**src/rtl/core/assert_macros.svh**
```systemverilog
// ----------------------------------------------------------------------------
// Assertion macros
// Shared concurrent assertion helpers for the RTL of the tokenizer.
// ----------------------------------------------------------------------------
`ifndef ASSERT_MACROS_SVH
`define ASSERT_MACROS_SVH

// Checks a property at every rising clock edge, held off while reset is low.
`define ASSERT_RST(label, clk, rst_n, prop, msg) \
  label: assert property (@(posedge clk) disable iff (!rst_n) (prop)) else $error(msg);

// Checks a property at every rising clock edge, reset included.
`define ASSERT_ALWAYS(label, clk, prop, msg) \
  label: assert property (@(posedge clk) (prop)) else $error(msg);

`endif

```
**src/rtl/core/xta_pkg.sv**
```systemverilog
// ----------------------------------------------------------------------------
// XML tag tokenizer package
// Types, character codes and limits shared by the tokenizer modules.
// ----------------------------------------------------------------------------
`default_nettype none

package xta_pkg;

  // Field widths of one item and one result.
  localparam int DATA_W  = 8;
  localparam int IDX_W   = 4;
  localparam int POS_W   = 10;

  // Attribute slots and token length limits (each limit counts a terminator).
  localparam int ATTR_SLOTS      = 10;
  localparam int TAG_NAME_LIMIT  = 256;
  localparam int ATTR_NAME_LIMIT = 256;
  localparam int VALUE_LIMIT     = 1024;

  localparam logic [IDX_W-1:0] SLOTS_FULL   = IDX_W'(ATTR_SLOTS);
  localparam logic [POS_W-1:0] TAG_LONG_AT  = POS_W'(TAG_NAME_LIMIT - 1);
  localparam logic [POS_W-1:0] NAME_LONG_AT = POS_W'(ATTR_NAME_LIMIT - 1);
  localparam logic [POS_W-1:0] VAL_LONG_AT  = POS_W'(VALUE_LIMIT - 1);
  localparam logic [POS_W-1:0] POS_MAX      = '1;

  // Characters that steer the parser.
  localparam logic [DATA_W-1:0] CH_LT    = 8'h3C;
  localparam logic [DATA_W-1:0] CH_GT    = 8'h3E;
  localparam logic [DATA_W-1:0] CH_SLASH = 8'h2F;
  localparam logic [DATA_W-1:0] CH_EQ    = 8'h3D;
  localparam logic [DATA_W-1:0] CH_QUOTE = 8'h22;
  localparam logic [DATA_W-1:0] CH_SPACE = 8'h20;

  // Parser phase.
  typedef enum logic [3:0] {
    PH_IDLE      = 4'd0,
    PH_LT        = 4'd1,
    PH_TAG       = 4'd2,
    PH_GAP       = 4'd3,
    PH_ANAME     = 4'd4,
    PH_QUOTE     = 4'd5,
    PH_VALUE     = 4'd6,
    PH_SKIPOPEN  = 4'd7,
    PH_SKIPCLOSE = 4'd8,
    PH_XNAME     = 4'd9,
    PH_XQUOTE    = 4'd10,
    PH_XVALUE    = 4'd11
  } xta_phase_e;

  // Event code of a result.
  typedef enum logic [2:0] {
    EV_NONE         = 3'd0,
    EV_TAG_CHAR     = 3'd1,
    EV_ANAME_CHAR   = 3'd2,
    EV_VALUE_CHAR   = 3'd3,
    EV_OPEN_DONE    = 3'd4,
    EV_CLOSE_DONE   = 3'd5,
    EV_UNTERMINATED = 3'd6
  } xta_event_e;

  // Parser state carried from one item to the next.
  typedef struct packed {
    xta_phase_e       phase;
    logic [IDX_W-1:0] attr_counter;
    logic [POS_W-1:0] token_position;
    logic             token_started;
  } xta_state_t;

  // One result item.
  typedef struct packed {
    xta_event_e        event_res;
    logic [DATA_W-1:0] char_out;
    logic [IDX_W-1:0]  attr_index;
    logic [POS_W-1:0]  position;
    logic              first_char;
    logic [IDX_W-1:0]  attr_total;
    logic              too_long;
    logic              too_many_attrs;
  } xta_res_t;

  localparam xta_state_t STATE_RESET = '{
    phase:          PH_IDLE,
    attr_counter:   '0,
    token_position: '0,
    token_started:  1'b0
  };

endpackage

`default_nettype wire

```
**src/rtl/core/xta_in_if.sv**
```systemverilog
// ----------------------------------------------------------------------------
// Tokenizer input channel
// Valid/ready channel that carries one text byte and its last marker.
// ----------------------------------------------------------------------------
`default_nettype none

interface xta_in_if;
  import xta_pkg::*;

  logic              valid;
  logic              ready;
  logic [DATA_W-1:0] data_byte;
  logic              last;

  modport source (output valid, output data_byte, output last, input ready);
  modport sink   (input valid, input data_byte, input last, output ready);

endinterface

`default_nettype wire

```
**src/rtl/core/xta_out_if.sv**
```systemverilog
// ----------------------------------------------------------------------------
// Tokenizer output channel
// Valid/ready channel that carries one labelled byte.
// ----------------------------------------------------------------------------
`default_nettype none

interface xta_out_if;
  import xta_pkg::*;

  logic              valid;
  logic              ready;
  logic [2:0]        event_res;
  logic [DATA_W-1:0] char_out;
  logic [IDX_W-1:0]  attr_index;
  logic [POS_W-1:0]  position;
  logic              first_char;
  logic [IDX_W-1:0]  attr_total;
  logic              too_long;
  logic              too_many_attrs;

  modport source (
    output valid, output event_res, output char_out, output attr_index,
    output position, output first_char, output attr_total, output too_long,
    output too_many_attrs, input ready
  );
  modport sink (
    input valid, input event_res, input char_out, input attr_index,
    input position, input first_char, input attr_total, input too_long,
    input too_many_attrs, output ready
  );

endinterface

`default_nettype wire

```
**src/rtl/core/xta_step.sv**
```systemverilog
// ----------------------------------------------------------------------------
// Tokenizer step logic
// Combinational next state and result for one text byte.
// ----------------------------------------------------------------------------
`default_nettype none

module xta_step (
  input  xta_pkg::xta_state_t          state_i,
  input  logic [xta_pkg::DATA_W-1:0]   data_byte_i,
  input  logic                         last_i,
  output xta_pkg::xta_state_t          state_o,
  output xta_pkg::xta_res_t            res_o
);
  import xta_pkg::*;

  logic             fresh;
  logic [POS_W-1:0] lbl_pos;
  logic [POS_W-1:0] lbl_next_pos;
  logic             slots_full;
  logic [IDX_W-1:0] cur_slot;

  // A token starts afresh after '<' or a gap, or when nothing is running.
  assign fresh = !state_i.token_started || (state_i.phase == PH_LT) ||
                 (state_i.phase == PH_GAP);
  assign lbl_pos = fresh ? '0 : state_i.token_position;
  assign lbl_next_pos = fresh ? POS_W'(1) :
                        (state_i.token_position < POS_MAX) ?
                        POS_W'(state_i.token_position + POS_W'(1)) :
                        state_i.token_position;

  assign slots_full = state_i.attr_counter >= SLOTS_FULL;
  assign cur_slot   = IDX_W'(state_i.attr_counter - IDX_W'(1));

  // Phase decoding, labelling and the final-byte check.
  always_comb begin
    state_o                = state_i;
    res_o.event_res        = EV_NONE;
    res_o.char_out         = data_byte_i;
    res_o.attr_index       = '0;
    res_o.position         = '0;
    res_o.first_char       = 1'b0;
    res_o.attr_total       = '0;
    res_o.too_long         = 1'b0;
    res_o.too_many_attrs   = 1'b0;

    unique case (state_i.phase)
      PH_LT, PH_TAG: begin
        if ((state_i.phase == PH_LT) && (data_byte_i == CH_SLASH)) begin
          state_o.phase = PH_SKIPCLOSE;
        end else begin
          if (state_i.phase == PH_LT) begin
            state_o.phase         = PH_TAG;
            state_o.token_started = 1'b0;
          end
          if (data_byte_i == CH_SPACE) begin
            state_o.phase = PH_GAP;
          end else if (data_byte_i == CH_GT) begin
            res_o.event_res        = EV_OPEN_DONE;
            res_o.attr_total       = state_i.attr_counter;
            state_o                = STATE_RESET;
          end else if (data_byte_i == CH_SLASH) begin
            state_o.phase = PH_SKIPOPEN;
          end else begin
            res_o.event_res        = EV_TAG_CHAR;
            res_o.position         = lbl_pos;
            res_o.first_char       = fresh;
            res_o.too_long         = lbl_pos >= TAG_LONG_AT;
            state_o.token_started  = 1'b1;
            state_o.token_position = lbl_next_pos;
          end
        end
      end
      PH_GAP: begin
        if (data_byte_i == CH_SPACE) begin
          state_o.phase = PH_GAP;
        end else if (data_byte_i == CH_GT) begin
          res_o.event_res  = EV_OPEN_DONE;
          res_o.attr_total = state_i.attr_counter;
          state_o          = STATE_RESET;
        end else if (data_byte_i == CH_SLASH) begin
          state_o.phase = PH_SKIPOPEN;
        end else if (data_byte_i == CH_EQ) begin
          // An attribute with an empty name.
          if (slots_full) begin
            res_o.too_many_attrs = 1'b1;
            state_o.phase        = PH_XQUOTE;
          end else begin
            state_o.attr_counter = IDX_W'(state_i.attr_counter + IDX_W'(1));
            state_o.phase        = PH_QUOTE;
          end
        end else if (slots_full) begin
          res_o.too_many_attrs = 1'b1;
          state_o.phase        = PH_XNAME;
        end else begin
          state_o.attr_counter   = IDX_W'(state_i.attr_counter + IDX_W'(1));
          state_o.phase          = PH_ANAME;
          res_o.event_res        = EV_ANAME_CHAR;
          res_o.attr_index       = state_i.attr_counter;
          res_o.position         = lbl_pos;
          res_o.first_char       = fresh;
          res_o.too_long         = lbl_pos >= NAME_LONG_AT;
          state_o.token_started  = 1'b1;
          state_o.token_position = lbl_next_pos;
        end
      end
      PH_ANAME: begin
        if (data_byte_i == CH_EQ) begin
          state_o.phase = PH_QUOTE;
        end else if (data_byte_i == CH_GT) begin
          res_o.event_res  = EV_OPEN_DONE;
          res_o.attr_total = state_i.attr_counter;
          state_o          = STATE_RESET;
        end else begin
          res_o.event_res        = EV_ANAME_CHAR;
          res_o.attr_index       = cur_slot;
          res_o.position         = lbl_pos;
          res_o.first_char       = fresh;
          res_o.too_long         = lbl_pos >= NAME_LONG_AT;
          state_o.token_started  = 1'b1;
          state_o.token_position = lbl_next_pos;
        end
      end
      PH_QUOTE: begin
        // The opening quote is skipped whatever it is.
        state_o.phase         = PH_VALUE;
        state_o.token_started = 1'b0;
      end
      PH_VALUE: begin
        if (data_byte_i == CH_QUOTE) begin
          state_o.phase = PH_GAP;
        end else begin
          res_o.event_res        = EV_VALUE_CHAR;
          res_o.attr_index       = cur_slot;
          res_o.position         = lbl_pos;
          res_o.first_char       = fresh;
          res_o.too_long         = lbl_pos >= VAL_LONG_AT;
          state_o.token_started  = 1'b1;
          state_o.token_position = lbl_next_pos;
        end
      end
      PH_XNAME: begin
        if (data_byte_i == CH_GT) begin
          res_o.event_res  = EV_OPEN_DONE;
          res_o.attr_total = state_i.attr_counter;
          state_o          = STATE_RESET;
        end else begin
          res_o.too_many_attrs = 1'b1;
          if (data_byte_i == CH_EQ) begin
            state_o.phase = PH_XQUOTE;
          end
        end
      end
      PH_XQUOTE: begin
        res_o.too_many_attrs = 1'b1;
        state_o.phase        = PH_XVALUE;
      end
      PH_XVALUE: begin
        res_o.too_many_attrs = 1'b1;
        if (data_byte_i == CH_QUOTE) begin
          state_o.phase = PH_GAP;
        end
      end
      PH_SKIPOPEN: begin
        if (data_byte_i == CH_GT) begin
          res_o.event_res  = EV_OPEN_DONE;
          res_o.attr_total = state_i.attr_counter;
          state_o          = STATE_RESET;
        end
      end
      PH_SKIPCLOSE: begin
        if (data_byte_i == CH_GT) begin
          res_o.event_res = EV_CLOSE_DONE;
          state_o.phase   = PH_IDLE;
        end
      end
      default: begin
        // Idle, and any unused phase code behaves as idle.
        if (data_byte_i == CH_LT) begin
          state_o.phase          = PH_LT;
          state_o.attr_counter   = '0;
          state_o.token_started  = 1'b0;
          state_o.token_position = '0;
        end else begin
          state_o.phase = PH_IDLE;
        end
      end
    endcase

    // The final byte closes the stream; an open tag is reported.
    if (last_i) begin
      if (state_o.phase != PH_IDLE) begin
        res_o.event_res      = EV_UNTERMINATED;
        res_o.attr_index     = '0;
        res_o.position       = '0;
        res_o.first_char     = 1'b0;
        res_o.attr_total     = '0;
        res_o.too_long       = 1'b0;
        res_o.too_many_attrs = 1'b0;
      end
      state_o = STATE_RESET;
    end
  end

endmodule

`default_nettype wire

```
**src/rtl/core/xml_tag_attribute_tokenizer_top.sv**
```systemverilog
// ----------------------------------------------------------------------------
// XML tag and attribute tokenizer
// The result of each accepted byte is registered in the output register.
// Throughput: one byte per cycle; the parser state updates on every accepted byte.
// A byte is taken while the output register is empty or being read out.
// Reset (asynchronous, active low) sets the parser to idle outside any tag and
// empties the output register.
// ----------------------------------------------------------------------------
`default_nettype none

`include "assert_macros.svh"

module xml_tag_attribute_tokenizer_top (
  input  logic      clk_i,
  input  logic      rst_ni,
  xta_in_if.sink    in_i,
  xta_out_if.source out_o
);
  import xta_pkg::*;

  xta_state_t state_q;
  xta_state_t state_d;
  xta_res_t   res_q;
  xta_res_t   res_d;
  logic       out_valid_q;
  logic       in_acc;
  logic       last_acc;
  logic       parser_idle;
  logic       total_stray;

  // A new item enters whenever the result register is free or draining.
  assign in_i.ready = !out_valid_q || out_o.ready;
  assign in_acc     = in_i.valid && in_i.ready;

  xta_step u_step (
    .state_i     (state_q),
    .data_byte_i (in_i.data_byte),
    .last_i      (in_i.last),
    .state_o     (state_d),
    .res_o       (res_d)
  );

  // Parser state register.
  always_ff @(posedge clk_i or negedge rst_ni) begin
    if (!rst_ni) begin
      state_q <= STATE_RESET;
    end else if (in_acc) begin
      state_q <= state_d;
    end
  end

  // Output valid flag.
  always_ff @(posedge clk_i or negedge rst_ni) begin
    if (!rst_ni) begin
      out_valid_q <= 1'b0;
    end else if (in_acc) begin
      out_valid_q <= 1'b1;
    end else if (out_o.ready) begin
      out_valid_q <= 1'b0;
    end
  end

  // Result payload register.
  always_ff @(posedge clk_i) begin
    if (in_acc) begin
      res_q <= res_d;
    end
  end

  assign out_o.valid          = out_valid_q;
  assign out_o.event_res      = res_q.event_res;
  assign out_o.char_out       = res_q.char_out;
  assign out_o.attr_index     = res_q.attr_index;
  assign out_o.position       = res_q.position;
  assign out_o.first_char     = res_q.first_char;
  assign out_o.attr_total     = res_q.attr_total;
  assign out_o.too_long       = res_q.too_long;
  assign out_o.too_many_attrs = res_q.too_many_attrs;

  // Terms used by the assertions.
  assign last_acc    = in_acc && in_i.last;
  assign parser_idle = (state_q.phase == PH_IDLE) && (state_q.attr_counter == '0) &&
                       !state_q.token_started;
  assign total_stray = (res_q.event_res != EV_OPEN_DONE) && (res_q.attr_total != '0);

  // Assertions.
  `ASSERT_RST(a_slots_bound, clk_i, rst_ni, state_q.attr_counter <= SLOTS_FULL, "slot overrun")
  `ASSERT_RST(a_last_resets, clk_i, rst_ni, last_acc |=> parser_idle, "busy after last byte")
  `ASSERT_RST(a_total_only_open, clk_i, rst_ni, out_valid_q |-> !total_stray, "stray total")
  `ASSERT_RST(a_ready_when_empty, clk_i, rst_ni, !out_valid_q |-> in_i.ready, "stalled empty")

endmodule

`default_nettype wire
```
**src/flat_wrapper.sv**
```systemverilog
// flat-port wrapper written by rule: the top's interface ports become plain ports
module xml_tag_attribute_tokenizer_top_flat import xta_pkg::*;
  (clk_i, rst_ni, in_i_valid, in_i_data_byte, in_i_last, in_i_ready, out_o_valid, out_o_event_res, out_o_char_out, out_o_attr_index, out_o_position, out_o_first_char, out_o_attr_total, out_o_too_long, out_o_too_many_attrs, out_o_ready);
  xta_in_if in_i_i ();
  xta_out_if out_o_i ();
  input  logic clk_i;
  input  logic rst_ni;
  input wire logic [$bits(in_i_i.valid)-1:0] in_i_valid;
  input wire logic [$bits(in_i_i.data_byte)-1:0] in_i_data_byte;
  input wire logic [$bits(in_i_i.last)-1:0] in_i_last;
  output wire logic [$bits(in_i_i.ready)-1:0] in_i_ready;
  output wire logic [$bits(out_o_i.valid)-1:0] out_o_valid;
  output wire logic [$bits(out_o_i.event_res)-1:0] out_o_event_res;
  output wire logic [$bits(out_o_i.char_out)-1:0] out_o_char_out;
  output wire logic [$bits(out_o_i.attr_index)-1:0] out_o_attr_index;
  output wire logic [$bits(out_o_i.position)-1:0] out_o_position;
  output wire logic [$bits(out_o_i.first_char)-1:0] out_o_first_char;
  output wire logic [$bits(out_o_i.attr_total)-1:0] out_o_attr_total;
  output wire logic [$bits(out_o_i.too_long)-1:0] out_o_too_long;
  output wire logic [$bits(out_o_i.too_many_attrs)-1:0] out_o_too_many_attrs;
  input wire logic [$bits(out_o_i.ready)-1:0] out_o_ready;
  assign in_i_i.valid = in_i_valid;
  assign in_i_i.data_byte = in_i_data_byte;
  assign in_i_i.last = in_i_last;
  assign in_i_ready = in_i_i.ready;
  assign out_o_valid = out_o_i.valid;
  assign out_o_event_res = out_o_i.event_res;
  assign out_o_char_out = out_o_i.char_out;
  assign out_o_attr_index = out_o_i.attr_index;
  assign out_o_position = out_o_i.position;
  assign out_o_first_char = out_o_i.first_char;
  assign out_o_attr_total = out_o_i.attr_total;
  assign out_o_too_long = out_o_i.too_long;
  assign out_o_too_many_attrs = out_o_i.too_many_attrs;
  assign out_o_i.ready = out_o_ready;
  xml_tag_attribute_tokenizer_top u_core (.clk_i(clk_i), .rst_ni(rst_ni), .in_i(in_i_i), .out_o(out_o_i));
endmodule
```
**config.mk**
```make
export PLATFORM = sky130hd
export DESIGN_NAME = xml_tag_attribute_tokenizer_top_flat
export DESIGN_NICKNAME = d
export VERILOG_FILES = /design/src/rtl/core/xta_pkg.sv /design/src/rtl/core/xta_in_if.sv /design/src/rtl/core/xta_out_if.sv /design/src/rtl/core/xta_step.sv /design/src/rtl/core/xml_tag_attribute_tokenizer_top.sv /design/src/flat_wrapper.sv
export VERILOG_INCLUDE_DIRS = /design/src /design/src/rtl/core
export SDC_FILE = /design/constraint.sdc
export NUM_CORES = 1
export LEC_CHECK = 0
export ABC_CLOCK_PERIOD_IN_PS = 3600
export BUFFER_PORTS_ARGS = -buffer_cell sky130_fd_sc_hd__buf_4
export CAP_MARGIN = 15
export CORE_ASPECT_RATIO = 1.5
export CORE_UTILIZATION = 50
export DETAILED_ROUTE_END_ITERATION = 16
export PLACE_DENSITY_LB_ADDON = 0.15
export SLEW_MARGIN = 5
export SYNTH_ARGS = -nofsm -noshare
export SYNTH_HDL_FRONTEND = slang
export SYNTH_SLANG_ARGS = --single-unit
```
**constraint.sdc**
```tcl
create_clock -name clk_i -period 3.6 [get_ports clk_i]
set_input_delay 0.36 -clock clk_i [delete_from_list [all_inputs] [get_ports clk_i]]
set_output_delay 0.36 -clock clk_i [all_outputs]
set_load 0.02 [all_outputs]
```
==> metrics.md, run 1 <==
| Metric | Value |
|---|---|
| # nets final | about 430 |
| CTS Buf Count | 5 |
| Residual DRC | 0 |
| Max clock buf depth | 2 |
| Global route overflow | 0 |
| First-pass GRT wire length | 14200 um |
| CTS Sinks | 52 |
| Post-synth EDFFs | 32 |
| Die width | ~68 um |
| Gate power share | 0.342 |
| Slew @ Worst Pin | roughly 790 ps |
| Root buffer cell | clkbuf_8 |
| Port Buffers | between 40 and 50 |
| Gr usage total | 0.280 |
| Worst Setup Path Type | reg2reg |
| Most common flop cell mapped by yosys | edfxtp_1 |
| Vias per cell | approximately 6.4 |
| Antenna violations before repair | 0 |
| Library cells used by synthesis | 69 |
| Area growth syn-to-layout | 18.2% |
| Max-cap violation count | 0 |
| #FFs+latches synth | 52 |
| Multi-input logic area | roughly 0.0016 mm^2 |
| H-tree depth | 2 |
| FILL cells | ~560 |
| Area after DPL | roughly 0.0037 mm^2 |
| Clk_lat worst skew | around 310 ps |
| CTS tree | done |
| Syn nets | 380 |
| Switching part of the total power | 0.355 |
| Core Rows | 35 |
| Number of global-route vias before repair | 2955 |
| Clk_skew | 7.99 ps |
| Routability congestion estimate | 0.975 |
| Pre-antenna DRT Iters | 5 |
| Hold slack final | around 250 ps |
| Int Pwr | about 1000 uW |
| Post-layout min period | between 3000 and 4000 ps |
| Wire length per cell | roughly 18 um |
| DR vias | between 3000 and 4000 |
| Proportion of layout cells with a drive suffix above 1 | 0.200 |
| Avg Cell Area, Syn | 8.98 um^2 |
| Clock network power share | 0.213 |
| Largest net degree at the start of global routing | 35 |
| Routed wire length | 8840 um |
| NetSw | around 560 uW |
| Worst path required time | ~3700 ps |
| Clk slew on worst S/H paths | ~100 ps |
| # IOs | 47 |
| Die Y | between 100 and 150 um |
| HPWL Detailed | about 6400 um |
| Remaining antenna violation count after routing | 0 |
| Antenna cells | 0 |
| Achievable Freq | 312 MHz |
| RSZ-0062 raised after global routing | no |
| Peak VDD IR | 0.253 mV |
| Synth area leader | edfxtp_1 |
| Endpoints failing hold | 0 |
| Initial Util | 0.524 |
| Endpoints failing setup | 0 |
| Nature of the critical path startpoint | flip-flop |
| Crit path DAT | roughly 3300 ps |
| Status | complete, no violations |
| Worst-path fanout max | 20 |
| Mapped Area | 0.00323 mm^2 |
| Sequential share of power | 0.445 |
| Hold Path Class | in2reg |
| Share of the synthesized area in the top cell type | 0.297 |
| Area contributors post-synth | edfxtp_1 30%, dfrtp_1 15%, a21oi_1 5.4% |
| Register area | 0.00146 mm^2 |
| Slew margin rel. | 0.469 |
| Post-synthesis cell count | 360 |
| Power Density | a little over 400 mW/mm^2 |
| Setup_tns | 0 ps |
| Initial drt markers | about 310 |
| FFs w/ async S/R, synth | 0.385 |
| Crit end category | flip-flop |
| Setup bufs post-CTS | 0 |
| Final worst-path cycle share | 0.890 |
| Warnings from Yosys | 0 |
| Die area | between 0.006 and 0.007 mm^2 |
| Sequential element share of the synthesized area | 0.452 |
| Max-slew violations | 0 |
| Final Instance Area | 0.00382 mm^2 |
| Leakage | approximately 0.0015 uW |
| CORE AREA | ~0.0062 mm^2 |
synth_stat cells (all sizes together) (4+ instances only):
| cell | instances |
|---|---|
| nor2 | 42 |
| nand2 | 39 |
| a21oi | 35 |
| edfxtp | 32 |
| o21ai | 22 |
| dfrtp | 20 |
| nand3 | 19 |
| clkbuf | 16 |
| inv | 14 |
| nand2b | 9 |
| ha | 7 |
| a211oi | 6 |
| a31oi | 5 |
| nand3b | 5 |
| nand4 | 5 |
| nor3 | 5 |
| nor3b | 5 |
| buf | 4 |
| nor4 | 4 |
layer usage:
| metal | up-vias | global-route usage | wire length (um) |
|---|---|---|---|
| li1 | 1448 | - | - |
| met1 | 1445 | 0.316 | 3310 |
| met2 | 160 | 0.474 | 4520 |
| met3 | 44 | 0.0441 | 532 |
| met4 | 0 | 0.175 | 476 |
| met5 | - | 0 | 0 |
logic make-up after synthesis:
group	count (synthesis)	share of synthesized area
AND/OR/NAND/NOR	158	0.255
AO/OA/AOI/OAI	106	0.215
flip-flops	52	0.452
buffers and inverters	34	0.0426
adder cells (fa/ha/maj)	7	0.0271
XOR/XNOR	2	0.00542
multiplexers	1	0.00348
power by group through the flow:
stage                     logic [uW]  registers, uW  clock network [uW]
after detailed placement         527            718                   0
after global placement           523            718                   0
after CTS                        531            705                 348
after floorplan                  312            747                   0
after global routing             588            709                 365
final                            542            705                 337
cell usage in the layout (no fill, tap or decap), types with 2 or more instances in the layout:
master and n:
a2111oi_0 3, a211oi_1 4, a21boi_0 2, a21oi_1 35
a2bb2oi_1 2, a31o_2 2, a31oi_1 5, and3_1 3
and4_1 2, buf_4 60, clkbuf_8 5, dfrtp_1 20
edfxtp_1 32, ha_1 7, inv_1 14, nand2_1 39
nand2b_1 9, nand3_1 19, nand3b_1 5, nand4_1 5
nand4b_1 2, nor2_1 42, nor2b_1 2, nor3_1 5
nor3b_1 4, nor4_1 4, nor4bb_1 2, o211ai_1 2
o21ai_0 21, o21bai_1 2, o22ai_1 3, o31ai_1 3
o32ai_1 2, or2_2 2, or3_1 2, or3b_2 2
layout make-up:
class	count	area share
inverters	14	0.0137
multi-input cells	274	0.431
clock buffers	6	0.0190
flip-flops and latches	52	0.382
clock inverters	2	0.00426
repair buffers	62	0.126
well taps	74	0.0242
per-stage QoR:
| stage | power [uW] | setup WS [ps] | instances | utilization |
|---|---|---|---|---|
| floorplan | 1060 | 707 | 360 | - |
| global placement | 1240 | 471 | 475 | 0.602 |
| detailed placement | 1250 | 351 | 475 | 0.602 |
| CTS | 1580 | 316 | 484 | 0.618 |
| global route | 1660 | 48.7 | 484 | 0.619 |
| finish | 1580 | 397 | 484 | 0.619 |
sequential cells by signal, summed over array words and instances, names as in the netlist:
signal and flops:
u_core.out_o.attr_total 4, u_core.out_o.position 10, u_core.out_o.attr_index 4, u_core.out_o.char_out 8
u_core.out_o.too_long 1, u_core.out_o.first_char 1, u_core.out_o.too_many_attrs 1, u_core.out_o.valid 1
u_core.out_o.event_res 3, u_core.state_q 19
critical path: stages, from the launching register on:
cell and delay [ps]:
dfrtp_1 450, inv_1 130, ha_1 210, o31ai_1 480, ha_1 330, nor4b_1 140, nor4_1 270, a21oi_1 130
o41a_1 480, buf_12 170, nand3b_1 150
path summary, 6_finish.rpt:
check / depth (start not counted) / to / start / slack [ps]
min in group asynchronous: 2 / u_core.state_q[18]$_DFFE_PN0P_ / rst_ni / 460
setup reg to reg: 10 / u_core.out_o.event_res[1]$_DFFE_PP_ / u_core.state_q[11]$_DFFE_PN0P_ / 400
setup / recovery: 10 / u_core.out_o.event_res[1]$_DFFE_PP_ / u_core.state_q[11]$_DFFE_PN0P_ / 400
hold / removal: 2 / u_core.out_o.valid$_DFFE_PN0P_ / in_i_valid / 250
hold reg to reg: 1 / u_core.state_q[0]$_DFFE_PN0P_ / u_core.state_q[0]$_DFFE_PN0P_ / 550
max in group asynchronous: 2 / u_core.state_q[14]$_DFFE_PN0P_ / rst_ni / 2920
what timing repair did:
action                     in CTS  in global routing
hold buffers                    1                  0
setup endpoints to repair       0                  2
hold endpoints to repair       20                  0
resized for setup               0                  1
Power figures use the tool's default switching activity.
==> run 2, diff against run 1 <==
Settings changed: CORE_UTILIZATION 50 to 57.
==> metrics.md, run 2 (synthesis results as in run 1) <==
| Metric | Value |
|---|---|
| # IOs | 47 (unchanged) |
| Leakage | 0.00154 uW (+0.31%) |
| NetSw | 551 uW (-2.0%) |
| HPWL Detailed | 6190 um (-3.9%) |
| Crit path DAT | 3280 ps (+30 ps) |
| Multi-input logic area | 0.00164 mm^2 (-0.46%) |
| Nature of the critical path startpoint | flip-flop |
| Met1 Usage GRT | 0.334 (+0.0183) |
| R2r worst-path depth | 11 (+1) |
| Area growth syn-to-layout | 17.8% |
| Die width | 63.5 um (-6.1%) |
| Hold Path Class | in2reg |
| Area after DPL | 0.00371 mm^2 (-0.13%) |
| Commonest non-fill, non-tap cells in the layout | 60 x buf_4, 42 x nor2_1, 39 x nand2_1 |
| Pre-CTS WS | 516 ps (+165 ps) |
| Hold depth | 2 (unchanged) |
| Gr usage total | 0.303 (+0.0236) |
| Global route overflow | 0 (unchanged) |
| FF-to-FF Start | u_core.state_q[11]$_DFFE_PN0P_ |
| Remaining antenna violation count after routing | 0 (unchanged) |
| Initial drt markers | 285 (-7.5%) |
| Status | complete, no violations |
| Post-layout min period | 3100 ps (-99.1 ps) |
| Worst Path Buf+Inv | 3 (+1) |
| Final WS setup | 496 ps (+99.1 ps) |
| FF-to-FF End | u_core.out_o.too_long$_DFFE_PP_ |
| FILL cells | 430 (-23%) |
| Worst path required time | 3770 ps (+120 ps) |
| Endpoints failing setup | 0 (unchanged) |
| Setup bufs post-CTS | 0 (unchanged) |
| Max-cap violation count | 0 (unchanged) |
| Peak VDD IR | 0.292 mV (+15%) |
| Crit end category | flip-flop |
| Core Rows | 33 (-5.7%) |
| Sequential share of power | 0.449 (+0.004) |
| Critical path's largest stage delay | 590 ps (+110 ps) |
| Clk_skew | 5.33 ps (-2.67 ps) |
| Slew margin rel. | 0.487 (+0.0179) |
| Antenna violations before repair | 0 (unchanged) |
| Final Instance Area | 0.00381 mm^2 (-0.39%) |
| Max reg flops | 19 (unchanged) |
| R2R Setup Slk | 500 ps (+100 ps) |
| CORE AREA | 0.00545 mm^2 (-12%) |
| Die area | 0.00598 mm^2 (-12%) |
| Largest net degree at the start of global routing | 36 (+2.9%) |
| Gate power share | 0.332 (-0.010) |
| First-pass GRT wire length | 13900 um (-2.4%) |
| Int Pwr | 1010 uW (-0.87%) |
| Vias per cell | 6.59 (+3.0%) |
| Routability congestion estimate | 1.08 (+11%) |
| Residual DRC | 0 (unchanged) |
| Cell Chain, Critical Path | inv_1, ha_1, o31ai_1, buf_4, ha_1, nor4b_1, nor4_1, a21oi_1, o41a_1, buf_12, nor3b_2 |
| H-tree depth | 2 (unchanged) |
| Setup_tns | 0 ps (unchanged) |
| CTS Buf Count | 5 (unchanged) |
| Top cell family by delay on the critical path | compound AO/OA/AOI/OAI gates |
| Register area | 0.00146 mm^2 (unchanged) |
| RSZ-0062 raised after global routing | no |
| DR vias | 3163 (+2.1%) |
| Endpoints failing hold | 0 (unchanged) |
| Clk_lat worst skew | 320 ps (about the same) |
| Antenna cells | 0 (unchanged) |
| Pre-antenna DRT Iters | 6 (+1) |
| Worst Setup Path Type | reg2reg |
| Port Buffers | 46 (unchanged) |
| Worst hold start | in_i_valid |
| Critical path's slowest cell | o41a_1 |
| Proportion of layout cells with a drive suffix above 1 | 0.200 (unchanged) |
| Root buffer cell | clkbuf_8 |
| Clk slew on worst S/H paths | 90 ps (about the same) |
| Global-route layer with the greatest usage | met2 |
| Max-slew violations | 0 (unchanged) |
| Final worst-path cycle share | 0.862 (-0.0275) |
| Initial Util | 0.593 (+0.0696) |
| CTS tree | done |
| Slew @ Worst Pin | 761 ps (-33.2 ps) |
| Number of global-route vias before repair | 2874 (-2.7%) |
| Worst Hold End | u_core.out_o.valid$_DFFE_PN0P_ |
| Most used cell, CP | ha_1 |
| # nets final | 429 (unchanged) |
| Commonest non-fill, non-tap cell in the layout | buf_4 |
| Routed wire length | 8600 um (-2.6%) |
| CTS Sinks | 52 (unchanged) |
| GR Layer Usage met2 | 0.539 (+0.0645) |
| Switching part of the total power | 0.352 (-0.00260) |
| Biggest register | u_core.state_q |
| Worst-path fanout max | 12 (-40%) |
| Wire length per cell | 17.9 um (-1.8%) |
| Die Y | 94.2 um (-6.2%) |
| Met3 usage | 0.0534 (+0.00928) |
| Achievable Freq | 322 MHz (+3.2%) |
| Clock network power share | 0.218 (+0.005) |
| Power Density | 411 mW/mm^2 (-0.88%) |
| Max clock buf depth | 2 (unchanged) |
run 2: metal layers:
| metal | wire length (um) | up-vias |
|---|---|---|
| li1 | - | 1447 |
| met1 | 3050 | 1469 |
| met2 | 4450 | 201 |
| met3 | 671 | 46 |
| met4 | 435 | 0 |
| met5 | 0 | - |
run 2: worst max path at each step:
stage                                     endpoint  cells past startpoint                            from  slack [ps]
6_report           u_core.out_o.too_long$_DFFE_PP_                     11  u_core.state_q[11]$_DFFE_PN0P_         500
3_5_place_dp       u_core.out_o.too_long$_DFFE_PP_                     11  u_core.state_q[11]$_DFFE_PN0P_         520
4_1_cts            u_core.out_o.too_long$_DFFE_PP_                     11  u_core.state_q[11]$_DFFE_PN0P_         490
3_3_place_gp       u_core.out_o.too_long$_DFFE_PP_                     11  u_core.state_q[11]$_DFFE_PN0P_         550
5_1_grt            u_core.out_o.too_long$_DFFE_PP_                     11  u_core.state_q[11]$_DFFE_PN0P_         330
2_1_floorplan  u_core.out_o.event_res[1]$_DFFE_PP_                     11               in_i_data_byte[0]         710
run 2: what timing repair did:
item | CTS | global route
hold buffers | 1 | 0
resized for setup | 0 | 0
setup endpoints to repair | 0 | 0
endpoints found under the hold margin | 20 | 0
run 2: power by group through the flow:
stage	Combinational [uW]	Sequential [uW]	Clock, uW
3_3_place_gp	507	714	0
6_report	520	703	341
4_1_cts	511	703	345
2_1_floorplan	312	747	0
5_1_grt	565	708	368
3_5_place_dp	507	716	0
run 2: final cells by class:
class | instances | share of cell area
Timing Repair Buffer | 62 | 0.126
Inverter | 14 | 0.0138
Clock buffer | 6 | 0.0191
Sequential cell | 52 | 0.384
Multi-Input combinational cell | 274 | 0.430
Tap cell | 70 | 0.0230
Clock inverter | 2 | 0.00361
run 2: per-stage QoR:
stage	power, uW	std cells	hold WS, ps	util
final	1560	480	236	0.699
after global routing	1640	480	235	0.699
after CTS	1560	480	234	0.699
after detailed placement	1220	471	260	0.681
after global placement	1220	471	259	0.681
after floorplan	1060	360	64.4	-
